[config.mk]
export PLATFORM = sky130hd
export DESIGN_NAME = tknh_engine
export DESIGN_NICKNAME = d
export VERILOG_FILES = /design/src/tknh_pkg.sv /design/src/tknh_ram.sv /design/src/tknh_engine.sv
export SDC_FILE = /design/constraint.sdc
export NUM_CORES = 2
export LEC_CHECK = 0
export ABC_AREA = 1
export BUFFER_PORTS_ARGS = -buffer_cell sky130_fd_sc_hd__buf_2
export CAP_MARGIN = 0
export CORE_ASPECT_RATIO = 1.75
export CORE_MARGIN = 5
export CORE_UTILIZATION = 35
export CTS_CLUSTER_DIAMETER = 30
export DETAILED_ROUTE_END_ITERATION = 10
export MAX_ROUTING_LAYER = met4
export PLACE_DENSITY_LB_ADDON = 0.1
export SYNTH_ARGS = -nofsm -noshare
export SYNTH_HDL_FRONTEND = slang
export SYNTH_SLANG_ARGS = --single-unit
export TNS_END_PERCENT = 5
[constraint.sdc]
create_clock -name clk -period 19.9 [get_ports clk]
set_clock_uncertainty 0.1 [all_clocks]
set_input_delay 3.98 -clock clk [delete_from_list [all_inputs] [get_ports clk]]
set_output_delay 3.98 -clock clk [all_outputs]
set_load 0.01 [all_outputs]
[src/tknh_pkg.sv]
// Shared types and constants for the top-k nearest max-heap block.
// Used by the engine and the top level; depends on nothing.
package tknh_pkg;

    localparam int MAX_KEEP = 64;
    localparam int ADDR_W   = $clog2(MAX_KEEP);
    localparam int FILL_W   = $clog2(MAX_KEEP + 1);
    localparam int KEEP_W   = 7;
    localparam int DIST_W   = 32;
    localparam int ID_W     = 32;
    localparam int ENTRY_W  = DIST_W + ID_W;

    localparam logic [ID_W-1:0]   ID_NONE   = '1;
    localparam logic [DIST_W-1:0] DIST_HIGH = '1;

    typedef enum logic [1:0] {
        CMD_INSERT = 2'd0,
        CMD_BOUND  = 2'd1,
        CMD_READ   = 2'd2
    } cmd_code_t;

    typedef enum logic [2:0] {
        ST_IDLE,
        ST_UP_CMP,
        ST_UP_PUT,
        ST_DN_LEFT,
        ST_DN_RIGHT,
        ST_DN_CMP,
        ST_READ
    } state_t;

    typedef struct packed {
        logic [DIST_W-1:0]      distance;
        logic signed [ID_W-1:0] ident;
    } entry_t;

    typedef struct packed {
        logic [1:0]             command;
        logic [DIST_W-1:0]      distance;
        logic signed [ID_W-1:0] ident;
        logic [5:0]             read_index;
    } cmd_t;

    typedef struct packed {
        logic                   accepted;
        logic [DIST_W-1:0]      bound;
        logic [6:0]             fill;
        logic [DIST_W-1:0]      entry_distance;
        logic signed [ID_W-1:0] entry_ident;
        logic                   entry_valid;
    } res_t;

endpackage

[src/tknh_ram.sv]
// Generic simple dual-port RAM with one write port and one registered read port.
// Depends on nothing.
module tknh_ram #(
    parameter int WIDTH = 64,
    parameter int DEPTH = 64
) (
    input  logic                     clk,
    input  logic                     wr_en,
    input  logic [$clog2(DEPTH)-1:0] wr_addr,
    input  logic [WIDTH-1:0]         wr_data,
    input  logic                     rd_en,
    input  logic [$clog2(DEPTH)-1:0] rd_addr,
    output logic [WIDTH-1:0]         rd_data
);

    logic [WIDTH-1:0] mem [DEPTH];

    always_ff @(posedge clk)
    begin
        if (wr_en)
        begin
            mem[wr_addr] <= wr_data;
        end
        if (rd_en)
        begin
            rd_data <= mem[rd_addr];
        end
    end

endmodule

[src/tknh_engine.sv]
// Heap engine: command sequencer, sift up and sift down over the entry RAM, result register.
// Depends on tknh_pkg and tknh_ram.
module tknh_engine
    import tknh_pkg::*;
(
    input  logic              clk,
    input  logic              rst_n,
    input  logic [FILL_W-1:0] keep_k,
    input  logic              start,
    output logic              busy,
    input  cmd_t              cmd,
    output logic              done,
    output res_t              result
);

    state_t state_reg, state_next;
    logic [ADDR_W-1:0] pos_reg, pos_next;
    entry_t item_reg, item_next;
    entry_t left_reg, left_next;
    logic has_right_reg, has_right_next;
    logic [FILL_W-1:0] fill_reg, fill_next;
    logic [DIST_W-1:0] root_reg, root_next;
    logic acc_reg, acc_next;
    res_t res_reg, res_next;
    logic done_reg, done_next;

    logic wr_en;
    logic [ADDR_W-1:0] wr_addr;
    entry_t wr_data;
    logic rd_en;
    logic [ADDR_W-1:0] rd_addr;
    logic [ENTRY_W-1:0] rd_raw;
    entry_t rd_entry;

    entry_t in_entry;
    logic ins_fits, ins_beats, rd_ok;
    logic [ADDR_W-1:0] new_parent, parent_idx, grand_idx, pick_idx;
    logic [ADDR_W+1:0] lc_idx, rc_idx, fill_ext;
    logic dn_leaf, dn_has_right, pick_right, dn_move, up_move;
    entry_t pick_entry;
    logic finish;
    logic [DIST_W-1:0] e_dist;
    logic [ID_W-1:0] e_id;
    logic e_valid;

    tknh_ram #(
        .WIDTH(ENTRY_W),
        .DEPTH(MAX_KEEP)
    ) u_ram (
        .clk    (clk),
        .wr_en  (wr_en),
        .wr_addr(wr_addr),
        .wr_data(wr_data),
        .rd_en  (rd_en),
        .rd_addr(rd_addr),
        .rd_data(rd_raw)
    );

    assign rd_entry = entry_t'(rd_raw);
    assign in_entry = '{distance: cmd.distance, ident: cmd.ident};

    assign ins_fits   = fill_reg < keep_k;
    assign ins_beats  = cmd.distance < root_reg;
    assign rd_ok      = FILL_W'(cmd.read_index) < fill_reg;
    assign new_parent = ADDR_W'((fill_reg - FILL_W'(1)) >> 1);
    assign parent_idx = ADDR_W'((pos_reg - ADDR_W'(1)) >> 1);
    assign grand_idx  = ADDR_W'((parent_idx - ADDR_W'(1)) >> 1);
    assign up_move    = rd_entry.distance < item_reg.distance;

    assign lc_idx       = {1'b0, pos_reg, 1'b1};
    assign rc_idx       = lc_idx + (ADDR_W+2)'(1);
    assign fill_ext     = (ADDR_W+2)'(fill_reg);
    assign dn_leaf      = lc_idx >= fill_ext;
    assign dn_has_right = rc_idx < fill_ext;
    assign pick_right   = has_right_reg && (left_reg.distance < rd_entry.distance);
    assign pick_entry   = pick_right ? rd_entry : left_reg;
    assign pick_idx     = pick_right ? rc_idx[ADDR_W-1:0] : lc_idx[ADDR_W-1:0];
    assign dn_move      = item_reg.distance < pick_entry.distance;

    always_comb
    begin
        state_next = state_reg;
        case (state_reg)
            ST_IDLE:
            begin
                if (start)
                begin
                    case (cmd.command)
                        CMD_INSERT:
                        begin
                            if (ins_fits)
                            begin
                                state_next = (fill_reg == '0) ? ST_IDLE : ST_UP_CMP;
                            end
                            else if (ins_beats)
                            begin
                                state_next = ST_DN_LEFT;
                            end
                        end
                        CMD_READ:
                        begin
                            state_next = rd_ok ? ST_READ : ST_IDLE;
                        end
                        default:
                        begin
                            state_next = ST_IDLE;
                        end
                    endcase
                end
            end
            ST_UP_CMP:
            begin
                if (up_move)
                begin
                    state_next = (parent_idx == '0) ? ST_UP_PUT : ST_UP_CMP;
                end
                else
                begin
                    state_next = ST_IDLE;
                end
            end
            ST_UP_PUT:   state_next = ST_IDLE;
            ST_DN_LEFT:  state_next = dn_leaf ? ST_IDLE : ST_DN_RIGHT;
            ST_DN_RIGHT: state_next = ST_DN_CMP;
            ST_DN_CMP:   state_next = dn_move ? ST_DN_LEFT : ST_IDLE;
            ST_READ:     state_next = ST_IDLE;
            default:     state_next = ST_IDLE;
        endcase
    end

    always_comb
    begin
        pos_next       = pos_reg;
        item_next      = item_reg;
        left_next      = left_reg;
        has_right_next = has_right_reg;
        fill_next      = fill_reg;
        acc_next       = acc_reg;
        wr_en          = 1'b0;
        wr_addr        = pos_reg;
        wr_data        = item_reg;
        rd_en          = 1'b0;
        rd_addr        = '0;
        finish         = 1'b0;
        e_dist         = '0;
        e_id           = ID_NONE;
        e_valid        = 1'b0;

        case (state_reg)
            ST_IDLE:
            begin
                if (start)
                begin
                    acc_next = 1'b0;
                    case (cmd.command)
                        CMD_INSERT:
                        begin
                            item_next = in_entry;
                            if (ins_fits)
                            begin
                                acc_next  = 1'b1;
                                pos_next  = fill_reg[ADDR_W-1:0];
                                fill_next = fill_reg + FILL_W'(1);
                                if (fill_reg == '0)
                                begin
                                    wr_en   = 1'b1;
                                    wr_addr = '0;
                                    wr_data = in_entry;
                                    finish  = 1'b1;
                                end
                                else
                                begin
                                    rd_en   = 1'b1;
                                    rd_addr = new_parent;
                                end
                            end
                            else if (ins_beats)
                            begin
                                acc_next = 1'b1;
                                pos_next = '0;
                            end
                            else
                            begin
                                finish = 1'b1;
                            end
                        end
                        CMD_BOUND:
                        begin
                            wr_en     = 1'b1;
                            wr_addr   = '0;
                            wr_data   = '{distance: cmd.distance, ident: ID_NONE};
                            fill_next = FILL_W'(1);
                            finish    = 1'b1;
                        end
                        CMD_READ:
                        begin
                            if (rd_ok)
                            begin
                                rd_en   = 1'b1;
                                rd_addr = cmd.read_index;
                            end
                            else
                            begin
                                finish = 1'b1;
                            end
                        end
                        default:
                        begin
                            finish = 1'b1;
                        end
                    endcase
                end
            end
            ST_UP_CMP:
            begin
                wr_en = 1'b1;
                if (up_move)
                begin
                    wr_data  = rd_entry;
                    pos_next = parent_idx;
                    if (parent_idx != '0)
                    begin
                        rd_en   = 1'b1;
                        rd_addr = grand_idx;
                    end
                end
                else
                begin
                    finish = 1'b1;
                end
            end
            ST_UP_PUT:
            begin
                wr_en  = 1'b1;
                finish = 1'b1;
            end
            ST_DN_LEFT:
            begin
                if (dn_leaf)
                begin
                    wr_en  = 1'b1;
                    finish = 1'b1;
                end
                else
                begin
                    rd_en   = 1'b1;
                    rd_addr = lc_idx[ADDR_W-1:0];
                end
            end
            ST_DN_RIGHT:
            begin
                left_next      = rd_entry;
                has_right_next = dn_has_right;
                if (dn_has_right)
                begin
                    rd_en   = 1'b1;
                    rd_addr = rc_idx[ADDR_W-1:0];
                end
            end
            ST_DN_CMP:
            begin
                wr_en = 1'b1;
                if (dn_move)
                begin
                    wr_data  = pick_entry;
                    pos_next = pick_idx;
                end
                else
                begin
                    finish = 1'b1;
                end
            end
            ST_READ:
            begin
                e_dist  = rd_entry.distance;
                e_id    = rd_entry.ident;
                e_valid = 1'b1;
                finish  = 1'b1;
            end
            default:
            begin
                finish = 1'b0;
            end
        endcase

        root_next = root_reg;
        if (wr_en && (wr_addr == '0))
        begin
            root_next = wr_data.distance;
        end

        done_next = finish;
        res_next  = res_reg;
        if (finish)
        begin
            res_next.accepted       = acc_next;
            res_next.bound          = root_next;
            res_next.fill           = 7'(fill_next);
            res_next.entry_distance = e_dist;
            res_next.entry_ident    = e_id;
            res_next.entry_valid    = e_valid;
        end
    end

    always_ff @(posedge clk or negedge rst_n)
    begin
        if (!rst_n)
        begin
            state_reg <= ST_IDLE;
            fill_reg  <= '0;
            root_reg  <= DIST_HIGH;
            acc_reg   <= 1'b0;
            done_reg  <= 1'b0;
        end
        else
        begin
            state_reg <= state_next;
            fill_reg  <= fill_next;
            root_reg  <= root_next;
            acc_reg   <= acc_next;
            done_reg  <= done_next;
        end
    end

    always_ff @(posedge clk)
    begin
        pos_reg       <= pos_next;
        item_reg      <= item_next;
        left_reg      <= left_next;
        has_right_reg <= has_right_next;
        res_reg       <= res_next;
    end

    assign busy   = state_reg != ST_IDLE;
    assign done   = done_reg;
    assign result = res_reg;

endmodule

==> flow_metrics.env <==
export IMPL_power_leakage_nw=74.61
export IMPL_ys_ff_latch=4444
export IMPL_htree_levels=6
export IMPL_drcViolationCount=0
export IMPL_grt_start_max_net_pins=171
export IMPL_clk_pin_slew_ns=0.05
export IMPL_synthArstFlopShare_pct=0.9901
export IMPL_finalWirelength_um=717000
export IMPL_die_w_um=562.8
export IMPL_yosysSeqAreaShare_pct=71.19
export IMPL_overflow=0
export IMPL_yosysTopAreaCell="edfxtp_1"
export IMPL_rows=355
export IMPL_insertion_delay_ns=1.04
export IMPL_power_density_nw_per_um2=194.4
export IMPL_cts_buffers=648
export IMPL_reg2reg_slack_ns=10.92
export IMPL_run_status="complete, no violations"
export IMPL_power_mw=42.53
export IMPL_worstPathRequired_ns=20.45
export IMPL_cts_buffer_depth=4
export IMPL_cts_root_buf="clkbuf_16"
export IMPL_top_register="u_ram.mem"
export IMPL_dieArea_um2=550100
export IMPL_cp_start_kind="input port"
export IMPL_crit_arrival_ns=10.42
export IMPL_postSynthCellCount=14860
export IMPL_dr_pass1_iters=6
export IMPL_period_share_pct=49.63
export IMPL_grt_first_pass_wirelength_um=987100
export IMPL_drive_above_1_share_pct=12.70
export IMPL_fin_crit_ns=9.877
export IMPL_hold_ws_ns=0.3846
export IMPL_vias=125500
export IMPL_maxCapViolCount=0
export IMPL_cts_sinks=4444
export IMPL_worst_hold_path_num_cells=2
export IMPL_synth_edff_count=4400
export IMPL_yosysTopAreaCellShare_pct=70.58
export IMPL_routedWlPerCell_um=31.42
export IMPL_cts_repair_resize_count=0
export IMPL_grt_usage_pct=25.96
export IMPL_synth_warnings=0
export IMPL_stdcell_count=22820
export IMPL_maxSlewViolCount=0
export IMPL_core_um2=533500
export IMPL_area_growth_pct=16.86
export IMPL_final_core_util_pct=41.01
export IMPL_largest_reg_flops=4096
export IMPL_cp_max_fo=45
export IMPL_place_inst=21590
export IMPL_final_nets=15340
export IMPL_fmax_ghz=0.1012
export IMPL_portBuffers=188
export IMPL_die_h_um=977.5
export IMPL_tritoncts="yes"
export IMPL_place_congestion=0.9072
export IMPL_drt_iter0_markers=12080
export IMPL_grt_pass1_vias=121800
export IMPL_hold_viol=0
export IMPL_setup_tns_ns=0
export IMPL_initial_utilization_pct=35.09
export IMPL_worst_pin_slew_ns=1.398
export IMPL_antenna_found_initial=44
export IMPL_via_per_inst=5.500
export IMPL_rsz0062_at_grt="no"
export IMPL_ioPinCount=189
export IMPL_relSlewSlack_pct=6.774
export IMPL_dpl_hpwl_um=383300
export IMPL_ir_drop_uv=165.3
export IMPL_ys_types=56
export IMPL_cp_end_kind="flip-flop"
export IMPL_path_class="input port to flip-flop"
export IMPL_hold_buffers=0
export IMPL_r2r_cells=31
export IMPL_ys_top_cells_by_area="edfxtp_1 (71%), nand3_1 (5.3%), o211ai_1 (4.8%)"
export IMPL_synth_nets=15100
export IMPL_ys_flop_type="edfxtp_1"
export IMPL_cts_setup_buffers=0
export IMPL_setup_viol=0
export IMPL_synth_cell_area_um2=187200
export IMPL_detail_route_antenna_nets=0
export IMPL_hold_class="flip-flop to flip-flop"
export IMPL_syn_avg_cell_area_um2=12.59
-- layer usage --
metal,global-route usage (%),vias to the layer above,part of all wire (%)
li1,-,54710,-
met4,9.299,0,4.0
met3,2.708,1259,5.2
met1,31.73,65220,40
met2,44.73,4309,51
met5,-,-,0
-- per-stage QoR --
step / worst slack (ns) / cell area, um2
6_report: 10.02 / 218800
5_1_grt: 9.792 / 218700
4_1_cts: 10.06 / 218700
3_5_place_dp: 8.944 / 196200
3_3_place_gp: 8.989 / 196200
2_1_floorplan: 7.463 / 187200
-- Yosys cell counts, drive strengths merged, types with 23 or more instances --
library cell,count
o21ai,569
a21o,180
inv,737
ha,153
dfstp,32
nor2,962
a221oi,34
buf,654
a21oi,123
o211ai,1287
nor3,23
or2,873
edfxtp,4400
clkbuf,330
nand3,1985
nand4,61
nand2,2363
-- power by group --
part	leakage [nW]	switching (mW)	internal (mW)
logic	23.8	12.5	3.65
registers	40.1	0.430	14.1
clock network	10.7	4.63	7.18
-- cells by family after synthesis --
group | Yosys count | synth area share (%)
and+or+nand+nor | 6274 | 15.24
DFF | 4444 | 71.19
AOI/OAI and AO/OA | 2259 | 8.406
buffers and inverters | 1721 | 4.077
adders and majority gates | 153 | 1.023
xor gates and xnor gates | 13 | 0.06484
-- critical path, stage by stage --
cell and delay [ns]:
buf_2 0.08, inv_1 0.04, ha_1 0.30, a21oi_1 0.15
nand2_1 0.07, nand4_1 0.08, nand2_2 0.14, inv_2 0.21
nand3_2 0.33, nand2_2 0.14, buf_4 0.44, nand2_1 0.28
nor2_4 0.55, nor2_1 0.29, nor3_1 0.23, nand3_1 0.61
nor2_4 0.76, buf_4 0.86, buf_4 0.70
-- layout make-up --
| class | count | area (um2) |
|---|---|---|
| inverter | 737 | 2816 |
| antenna | 28 | 70.07 |
| sequential | 4444 | 133300 |
| fill | 49720 | 314700 |
| tap | 7140 | 8934 |
| clock inverter | 479 | 5864 |
| timing repair buffer | 570 | 4096 |
| multi-input combinational | 8699 | 47080 |
| clock buffer | 723 | 16630 |
-- cells in the final DEF, fill, tap and decap left out, types with 12 or more instances in the layout --
master      instances
clkinv_8           13
bufinv_16          79
a211oi_1           13
clkinvlp_4         82
clkinv_1           79
nor3_1             17
inv_1             706
clkinv_2           70
nand4_1            60
diode_2            28
dfstp_2            32
inv_8              12
nor2_1            886
a21oi_1           122
dfrtp_1            12
nor2_4             72
clkbuf_1           68
nand2_1          2327
o221ai_1           22
nand2_2            32
ha_1              153
a21o_1            180
clkbuf_16         654
buf_2             188
inv_16             16
o21ai_0           555
clkinv_4           54
o211ai_1         1199
inv_6              62
edfxtp_1         4400
or2_1             483
or2_0             316
o211ai_2           88
inv_2              22
buf_12             23
or2_2              74
nand3_1          1979
clkinv_16          21
a221oi_1           34
buf_4             359
-- final timing paths --
path,startpoint,endpoint
hold / removal,acc_reg,acc_reg
hold reg to reg,acc_reg,acc_reg
min in group asynchronous,rst_n,acc_reg
setup reg to reg,u_ram.rd_data[47],result[94]
setup / recovery,keep_k[2],u_ram.mem[50][4]
max in group asynchronous,rst_n,state_reg[0]
(Power assumes the default switching activity.)
